### src/design/pca_pkg.sv
// Shared types and constants for the conditional anti-windup PID controller.
package pca_pkg;

    localparam int GAIN_FRAC_BITS = 8;
    localparam int DATA_W         = 16;
    localparam int ERR_W          = DATA_W + 1;
    localparam int ACC_W          = 32;
    localparam int PROD_W         = DATA_W + ERR_W;
    localparam int ADDR_W         = 5;
    localparam int APB_W          = 32;

    localparam logic [2:0] REG_GAIN_PROP  = 3'd0;
    localparam logic [2:0] REG_GAIN_INTEG = 3'd1;
    localparam logic [2:0] REG_GAIN_DERIV = 3'd2;
    localparam logic [2:0] REG_DRIVE_LOW  = 3'd3;
    localparam logic [2:0] REG_DRIVE_HIGH = 3'd4;

    localparam logic [DATA_W-1:0] DRIVE_HIGH_RESET = 16'd1999;

    typedef struct packed {
        logic [DATA_W-1:0] gain_prop;
        logic [DATA_W-1:0] gain_integ;
        logic [DATA_W-1:0] gain_deriv;
        logic [DATA_W-1:0] drive_low_limit;
        logic [DATA_W-1:0] drive_high_limit;
    } cfg_t;

    localparam cfg_t CFG_RESET = '{
        gain_prop:        '0,
        gain_integ:       '0,
        gain_deriv:       '0,
        drive_low_limit:  '0,
        drive_high_limit: DRIVE_HIGH_RESET
    };

    typedef struct packed {
        logic [ACC_W-1:0] p_term;
        logic [ACC_W-1:0] d_term;
        logic [ACC_W-1:0] i_term;
        logic             err_neg;
        logic             err_pos;
    } prod_t;

endpackage

### src/design/pid_conditional_antiwindup_top.sv
// Top level of the PID controller with conditional-integration anti-windup.
//
// Input channel: in_valid / in_stall with target and measured (signed 16 bit).
// A transaction is taken at a clock edge with in_valid high and in_stall low.
// Output channel: out_valid / out_stall with drive (signed 16 bit), one per input.
// Registers over APB: gain_prop, gain_integ, gain_deriv (signed Q8), drive_low_limit
// and drive_high_limit at byte addresses 0, 4, 8, 12, 16; write them while idle.
// Latency: drive shows up two cycles after the edge that takes the input transaction
// (that edge loads the input register, then the product and output registers follow).
// Throughput: one transaction per cycle; the integrator feeds back within the output
// stage, so consecutive samples follow with no gap.
// Reset clears the integrator, the previous measurement and all gains and low limit;
// the high limit resets to 1999.
// When out_stall is high the output holds; earlier stages keep filling until full,
// then in_stall rises.
module pid_conditional_antiwindup_top
#(
    parameter int GAIN_FRAC_BITS = pca_pkg::GAIN_FRAC_BITS
)
(
    input  logic                        clk,
    input  logic                        rst_n,
    input  logic                        psel,
    input  logic                        penable,
    input  logic                        pwrite,
    input  logic [pca_pkg::ADDR_W-1:0]  paddr,
    input  logic [pca_pkg::APB_W-1:0]   pwdata,
    output logic [pca_pkg::APB_W-1:0]   prdata,
    output logic                        pready,
    input  logic                        in_valid,
    output logic                        in_stall,
    input  logic [pca_pkg::DATA_W-1:0]  target,
    input  logic [pca_pkg::DATA_W-1:0]  measured,
    output logic                        out_valid,
    input  logic                        out_stall,
    output logic [pca_pkg::DATA_W-1:0]  drive
);

    pca_pkg::cfg_t  cfg;
    pca_pkg::prod_t prod;
    logic           prod_valid;
    logic           prod_stall;

    pca_cfg_regs u_cfg_regs
    (
        .clk     (clk),
        .rst_n   (rst_n),
        .psel    (psel),
        .penable (penable),
        .pwrite  (pwrite),
        .paddr   (paddr),
        .pwdata  (pwdata),
        .prdata  (prdata),
        .pready  (pready),
        .cfg     (cfg)
    );

    pca_front u_front
    (
        .clk        (clk),
        .rst_n      (rst_n),
        .cfg        (cfg),
        .in_valid   (in_valid),
        .in_stall   (in_stall),
        .target     (target),
        .measured   (measured),
        .prod_valid (prod_valid),
        .prod_stall (prod_stall),
        .prod       (prod)
    );

    pca_back
    #(
        .GAIN_FRAC_BITS (GAIN_FRAC_BITS)
    )
    u_back
    (
        .clk        (clk),
        .rst_n      (rst_n),
        .cfg        (cfg),
        .prod_valid (prod_valid),
        .prod_stall (prod_stall),
        .prod       (prod),
        .out_valid  (out_valid),
        .out_stall  (out_stall),
        .drive      (drive)
    );

endmodule

### src/design/pca_cfg_regs.sv
// APB configuration registers: gains and drive limits.
module pca_cfg_regs
(
    input  logic                        clk,
    input  logic                        rst_n,
    input  logic                        psel,
    input  logic                        penable,
    input  logic                        pwrite,
    input  logic [pca_pkg::ADDR_W-1:0]  paddr,
    input  logic [pca_pkg::APB_W-1:0]   pwdata,
    output logic [pca_pkg::APB_W-1:0]   prdata,
    output logic                        pready,
    output pca_pkg::cfg_t               cfg
);

    pca_pkg::cfg_t              cfg_reg;
    pca_pkg::cfg_t              cfg_next;
    logic [2:0]                 reg_index;
    logic                       wr_en;
    logic [pca_pkg::DATA_W-1:0] wdata;
    logic [pca_pkg::DATA_W-1:0] rdata;

    assign reg_index = paddr[pca_pkg::ADDR_W-1:2];
    assign pready    = 1'b1;
    assign wr_en     = psel && penable && pwrite && pready;
    assign wdata     = pwdata[pca_pkg::DATA_W-1:0];

    always_comb
    begin
        cfg_next = cfg_reg;
        if (wr_en)
        begin
            unique case (reg_index)
                pca_pkg::REG_GAIN_PROP:  cfg_next.gain_prop        = wdata;
                pca_pkg::REG_GAIN_INTEG: cfg_next.gain_integ       = wdata;
                pca_pkg::REG_GAIN_DERIV: cfg_next.gain_deriv       = wdata;
                pca_pkg::REG_DRIVE_LOW:  cfg_next.drive_low_limit  = wdata;
                pca_pkg::REG_DRIVE_HIGH: cfg_next.drive_high_limit = wdata;
                default:                 cfg_next = cfg_reg;
            endcase
        end
    end

    always_comb
    begin
        unique case (reg_index)
            pca_pkg::REG_GAIN_PROP:  rdata = cfg_reg.gain_prop;
            pca_pkg::REG_GAIN_INTEG: rdata = cfg_reg.gain_integ;
            pca_pkg::REG_GAIN_DERIV: rdata = cfg_reg.gain_deriv;
            pca_pkg::REG_DRIVE_LOW:  rdata = cfg_reg.drive_low_limit;
            pca_pkg::REG_DRIVE_HIGH: rdata = cfg_reg.drive_high_limit;
            default:                 rdata = '0;
        endcase
    end

    assign prdata = {{(pca_pkg::APB_W-pca_pkg::DATA_W){rdata[pca_pkg::DATA_W-1]}}, rdata};
    assign cfg    = cfg_reg;

    always_ff @(posedge clk or negedge rst_n)
    begin
        if (!rst_n)
        begin
            cfg_reg <= pca_pkg::CFG_RESET;
        end
        else
        begin
            cfg_reg <= cfg_next;
        end
    end

endmodule

### src/design/pca_front.sv
// Input register and product stage: error, measurement change and the three gain products.
module pca_front
(
    input  logic                        clk,
    input  logic                        rst_n,
    input  pca_pkg::cfg_t               cfg,
    input  logic                        in_valid,
    output logic                        in_stall,
    input  logic [pca_pkg::DATA_W-1:0]  target,
    input  logic [pca_pkg::DATA_W-1:0]  measured,
    output logic                        prod_valid,
    input  logic                        prod_stall,
    output pca_pkg::prod_t              prod
);

    logic                        s1_valid_reg;
    logic                        s1_valid_next;
    logic [pca_pkg::DATA_W-1:0]  tgt_reg;
    logic [pca_pkg::DATA_W-1:0]  meas_reg;
    logic [pca_pkg::DATA_W-1:0]  prev_reg;
    logic                        s2_valid_reg;
    logic                        s2_valid_next;
    pca_pkg::prod_t              prod_reg;
    pca_pkg::prod_t              prod_next;

    logic                        s2_free;
    logic                        s1_free;
    logic                        s1_move;
    logic                        in_take;
    logic signed [pca_pkg::ERR_W-1:0]  err;
    logic signed [pca_pkg::ERR_W-1:0]  delta;
    logic signed [pca_pkg::PROD_W-1:0] kp_ext;
    logic signed [pca_pkg::PROD_W-1:0] ki_ext;
    logic signed [pca_pkg::PROD_W-1:0] kd_ext;
    logic signed [pca_pkg::PROD_W-1:0] err_ext;
    logic signed [pca_pkg::PROD_W-1:0] delta_ext;
    logic signed [pca_pkg::PROD_W-1:0] p_full;
    logic signed [pca_pkg::PROD_W-1:0] d_full;
    logic signed [pca_pkg::PROD_W-1:0] i_full;

    assign s2_free  = !s2_valid_reg || !prod_stall;
    assign s1_free  = !s1_valid_reg || s2_free;
    assign s1_move  = s1_valid_reg && s2_free;
    assign in_stall = !s1_free;
    assign in_take  = in_valid && s1_free;

    assign err   = $signed({tgt_reg[pca_pkg::DATA_W-1], tgt_reg})
                 - $signed({meas_reg[pca_pkg::DATA_W-1], meas_reg});
    assign delta = $signed({meas_reg[pca_pkg::DATA_W-1], meas_reg})
                 - $signed({prev_reg[pca_pkg::DATA_W-1], prev_reg});

    assign kp_ext    = {{(pca_pkg::PROD_W-pca_pkg::DATA_W){cfg.gain_prop[pca_pkg::DATA_W-1]}},
                        cfg.gain_prop};
    assign ki_ext    = {{(pca_pkg::PROD_W-pca_pkg::DATA_W){cfg.gain_integ[pca_pkg::DATA_W-1]}},
                        cfg.gain_integ};
    assign kd_ext    = {{(pca_pkg::PROD_W-pca_pkg::DATA_W){cfg.gain_deriv[pca_pkg::DATA_W-1]}},
                        cfg.gain_deriv};
    assign err_ext   = {{(pca_pkg::PROD_W-pca_pkg::ERR_W){err[pca_pkg::ERR_W-1]}}, err};
    assign delta_ext = {{(pca_pkg::PROD_W-pca_pkg::ERR_W){delta[pca_pkg::ERR_W-1]}}, delta};

    assign p_full = kp_ext * err_ext;
    assign d_full = kd_ext * delta_ext;
    assign i_full = ki_ext * err_ext;

    always_comb
    begin
        prod_next.p_term  = p_full[pca_pkg::ACC_W-1:0];
        prod_next.d_term  = d_full[pca_pkg::ACC_W-1:0];
        prod_next.i_term  = i_full[pca_pkg::ACC_W-1:0];
        prod_next.err_neg = err[pca_pkg::ERR_W-1];
        prod_next.err_pos = !err[pca_pkg::ERR_W-1] && (err != '0);
    end

    assign s1_valid_next = s1_free ? in_valid : s1_valid_reg;
    assign s2_valid_next = s2_free ? s1_valid_reg : s2_valid_reg;

    always_ff @(posedge clk or negedge rst_n)
    begin
        if (!rst_n)
        begin
            s1_valid_reg <= 1'b0;
            s2_valid_reg <= 1'b0;
            prev_reg     <= '0;
        end
        else
        begin
            s1_valid_reg <= s1_valid_next;
            s2_valid_reg <= s2_valid_next;
            if (s1_move)
            begin
                prev_reg <= meas_reg;
            end
        end
    end

    always_ff @(posedge clk)
    begin
        if (in_take)
        begin
            tgt_reg  <= target;
            meas_reg <= measured;
        end
        if (s1_move)
        begin
            prod_reg <= prod_next;
        end
    end

    assign prod_valid = s2_valid_reg;
    assign prod       = prod_reg;

endmodule

### src/design/pca_back.sv
// Integrator with conditional update, output scaling, clamp and output register.
module pca_back
#(
    parameter int GAIN_FRAC_BITS = pca_pkg::GAIN_FRAC_BITS
)
(
    input  logic                        clk,
    input  logic                        rst_n,
    input  pca_pkg::cfg_t               cfg,
    input  logic                        prod_valid,
    output logic                        prod_stall,
    input  pca_pkg::prod_t              prod,
    output logic                        out_valid,
    input  logic                        out_stall,
    output logic [pca_pkg::DATA_W-1:0]  drive
);

    logic                        out_valid_reg;
    logic                        out_valid_next;
    logic [pca_pkg::DATA_W-1:0]  drive_reg;
    logic [pca_pkg::DATA_W-1:0]  drive_next;
    logic [pca_pkg::ACC_W-1:0]   acc_reg;
    logic [pca_pkg::ACC_W-1:0]   acc_next;

    logic                        out_free;
    logic                        take;
    logic [pca_pkg::ACC_W-1:0]   trend;
    logic [pca_pkg::ACC_W-1:0]   hi_ext;
    logic [pca_pkg::ACC_W-1:0]   lo_ext;
    logic [pca_pkg::ACC_W-1:0]   hi_scaled;
    logic [pca_pkg::ACC_W-1:0]   lo_scaled;
    logic                        integrate;
    logic [pca_pkg::ACC_W-1:0]   integ_add;
    logic [pca_pkg::ACC_W-1:0]   sum;
    logic signed [pca_pkg::ACC_W-1:0] res;

    assign out_free   = !out_valid_reg || !out_stall;
    assign prod_stall = !out_free;
    assign take       = prod_valid && out_free;

    assign hi_ext = {{(pca_pkg::ACC_W-pca_pkg::DATA_W){cfg.drive_high_limit[pca_pkg::DATA_W-1]}},
                     cfg.drive_high_limit};
    assign lo_ext = {{(pca_pkg::ACC_W-pca_pkg::DATA_W){cfg.drive_low_limit[pca_pkg::DATA_W-1]}},
                     cfg.drive_low_limit};
    assign hi_scaled = hi_ext << GAIN_FRAC_BITS;
    assign lo_scaled = lo_ext << GAIN_FRAC_BITS;

    assign trend = prod.p_term + acc_reg - prod.d_term;

    assign integrate = ($signed(trend) < $signed(hi_scaled)
                        && $signed(trend) > $signed(lo_scaled))
                    || ($signed(trend) >= $signed(hi_scaled) && prod.err_neg)
                    || ($signed(trend) <= $signed(lo_scaled) && prod.err_pos);

    assign integ_add = integrate ? prod.i_term : '0;
    assign acc_next  = take ? (acc_reg + integ_add) : acc_reg;
    assign sum       = trend + integ_add;
    assign res       = $signed(sum) >>> GAIN_FRAC_BITS;

    always_comb
    begin
        priority if (res > $signed(hi_ext))
        begin
            drive_next = cfg.drive_high_limit;
        end
        else if (res < $signed(lo_ext))
        begin
            drive_next = cfg.drive_low_limit;
        end
        else
        begin
            drive_next = res[pca_pkg::DATA_W-1:0];
        end
    end

    assign out_valid_next = out_free ? prod_valid : out_valid_reg;

    always_ff @(posedge clk or negedge rst_n)
    begin
        if (!rst_n)
        begin
            out_valid_reg <= 1'b0;
            acc_reg       <= '0;
        end
        else
        begin
            out_valid_reg <= out_valid_next;
            acc_reg       <= acc_next;
        end
    end

    always_ff @(posedge clk)
    begin
        if (take)
        begin
            drive_reg <= drive_next;
        end
    end

    assign out_valid = out_valid_reg;
    assign drive     = drive_reg;

endmodule

### config.mk
export PLATFORM = sky130hd
export DESIGN_NAME = pid_conditional_antiwindup_top
export DESIGN_NICKNAME = d
export VERILOG_FILES = /design/src/design/pca_pkg.sv /design/src/design/pid_conditional_antiwindup_top.sv /design/src/design/pca_cfg_regs.sv /design/src/design/pca_front.sv /design/src/design/pca_back.sv
export SDC_FILE = /design/constraint.sdc
export NUM_CORES = 2
export LEC_CHECK = 0
export BUFFER_PORTS_ARGS = -buffer_cell sky130_fd_sc_hd__buf_2
export CORE_MARGIN = 1
export CORE_UTILIZATION = 30
export DETAILED_ROUTE_END_ITERATION = 16
export PLACE_DENSITY = 0.51
export SYNTH_ARGS = -nofsm -noshare
export SYNTH_HDL_FRONTEND = slang
export SYNTH_SLANG_ARGS = --single-unit
export TNS_END_PERCENT = 5
### constraint.sdc
create_clock -name clk -period 28.8 [get_ports clk]
set_input_delay 5.76 -clock clk [delete_from_list [all_inputs] [get_ports clk]]
set_output_delay 5.76 -clock clk [all_outputs]
set_load 0.02 [all_outputs]
==> impl_metrics.json <==
{
  "port_buffers": 107,
  "final_min_period_over_clock_period_pct": 53.7,
  "cp-start-kind": "flip-flop",
  "slowest_delay_ns": 0.86,
  "dp_hpwl_um": 112000,
  "worst_pin_slew_ns": 1.21,
  "synth_top_cell_by_area": "fa_1",
  "synth_nets": 6577,
  "worstSetupEndpointType": "flip-flop",
  "crit_path_frequent_cell": "a21oi_1",
  "place_congestion": 0.898,
  "hold_violations": 0,
  "cts-htree-levels": 2,
  "layout.cells.most_common": "inv_1",
  "ctsHoldBuffers": 0,
  "drv_slew": 0,
  "grt_pass1_wl_um": 218000,
  "synth-edff-count": 146,
  "grt_setup_unrepaired": "false",
  "yosys_warnings": 0,
  "synth_top_area_share_pct": 34.4,
  "die_h_um": 407,
  "clockBufferDepth": 3,
  "coreArea_mm2": 0.163,
  "setup_viol": 0,
  "wl_per_cell_um": 18.7,
  "viasPerCell": 4.73,
  "status": "completed",
  "slew_headroom_pct": 19.3,
  "grt_max_degree": 68,
  "final_cell_mix": "1093 x inv_1, 844 x fa_1, 573 x nand2_1, 458 x ha_1, 318 x and2_1",
  "clk_latency_ns": 0.58,
  "cts-root-buf": "clkbuf_16",
  "drt_iter0_drc": 2165,
  "postSynthAreaPerCell_um2": 9.46,
  "period_minus_slack_ns": 15.46,
  "path_class": "reg -> reg",
  "start_util_pct": 30.2,
  "grt_pass1_vias": 36600,
  "grt_usage_pct": 17.2,
  "yosys_register_bits": 277,
  "synthTopCellsByArea": "fa_1 34%, ha_1 12%, edfxtp_1 8.9%",
  "area_growth_pct": 8.59,
  "tns_ns": 0,
  "worst_clock_skew_ns": 0.0452,
  "cts_sinks": 277,
  "antenna_found_initial": 7,
  "route.detailed.drc": 0,
  "cts_tree": "yes",
  "final_layout_size_suffix_gt1_share_pct": 7.50,
  "min_path_type": "reg -> reg",
  "worst_ep_required_time_ns": 29.13,
  "largest_register_ffs": 98,
  "grt-ovfl-total": 0,
  "syn-cell-area_mm2": 0.0492,
  "fin_nets": 6595,
  "postRouteAntennaNets": 0,
  "crit_path_top_delay_cell": "nor4_1",
  "worstPathArrival_ns": 15.78,
  "synth_top_flop_cell": "edfxtp_1",
  "timing.fmax_ghz": 0.0647,
  "final_util_pct": 32.8,
  "routed-via-count": 35100,
  "synth_cell_types": 87,
  "drv_cap": 0,
  "ys_seq_area_share_pct": 15.6,
  "wl_um": 139000,
  "synthArstFlopShare_pct": 47.3,
  "rows": 148,
  "post_cts_resized": 0,
  "syn_inst": 5199,
  "dieArea_mm2": 0.166,
  "cp_max_fo": 47,
  "cts_made_buffers": 34,
  "post-cts-setup-buffers": 0,
  "drt_pre_antenna_iters": 5,
  "die-width_um": 407,
  "boundaryPins": 127,
  "path_clk_slew_ns": 0.07
}
## final cells by class
type                       count  area (um^2)
sequential                   277         7670
antenna                        4         10.0
multi-input combinational   3619        36600
inverter                    1094         4110
fill                       16900       109000
tap                         2175         2720
clock inverter                23          175
clock buffer                  39          880
timing repair buffer         191         1170
## routing by layer
layer	wire, um	part of all wire [%]	global-route usage [%]
met5	0	0	0
met4	4520	3.3	4.98
met3	7070	5.1	2.33
met2	63600	46	27.7
met1	63700	46	24.0
## cell usage after synthesis (57+ instances only)
master / n
inv_1: 1094
fa_1: 844
nand2_1: 574
ha_1: 458
and2_1: 318
a21oi_1: 192
clkbuf_1: 180
xnor2_1: 159
edfxtp_1: 146
nor2_1: 131
o21ai_0: 123
dfrtp_1: 122
mux2_2: 92
nor2b_1: 85
nand2b_1: 80
xor2_1: 57
## cell families after synthesis
logic type,after synthesis,share of synthesized area (%)
multiplexers,115,2.61
flip-flops,277,15.6
AND/OR/NAND/NOR,1382,13.9
buffers and inverters,1303,10.1
AO/OA/AOI/OAI,595,7.67
other,1,0.00763
XOR/XNOR,219,3.98
adder cells (fa/ha/maj),1307,46.1
## per-stage QoR
step	std cells	hold slack, ns	setup WS (ns)	area (um^2)
floorplan	5199	0.450	15.14	49200
global placement	7356	0.463	13.81	52300
detailed placement	7356	0.471	13.67	52300
CTS	7418	0.484	13.62	53400
global route	7418	0.501	12.37	53400
finish	7422	0.478	13.34	53400
## critical path, delay by kind of cell, from the launching register on
| family | cells | cell delay [ns] |
|---|---|---|
| AND/OR/NAND/NOR | 10 | 2.91 |
| multiplexers | 2 | 0.27 |
| XOR/XNOR | 3 | 1.43 |
| adder cells (fa/ha/maj) | 5 | 2.09 |
| AO/OA/AOI/OAI | 32 | 7.62 |
| flip-flops | 1 | 0.40 |
| buffers and inverters | 4 | 0.51 |
## path summary, 6_finish.rpt
path | start | end | slack [ns] | cells after the start
max reg2reg | u_back.acc_reg[1] | u_back.drive[7] | 13.34 | 56
min | u_front.prev_reg[9] | u_front.prev_reg[9] | 0.48 | 2
min reg2reg | u_front.prev_reg[9] | u_front.prev_reg[9] | 0.48 | 2
max | u_back.acc_reg[1] | u_back.drive[7] | 13.34 | 56
min in group asynchronous | rst_n | u_back.acc_reg[4] | 5.19 | 1
max in group asynchronous | rst_n | u_front.prev_reg[12] | 22.03 | 2
Power is left out: the tool's default activity adds up to more than one toggle a clock period on the data nets, which glitch-free logic cannot reach.
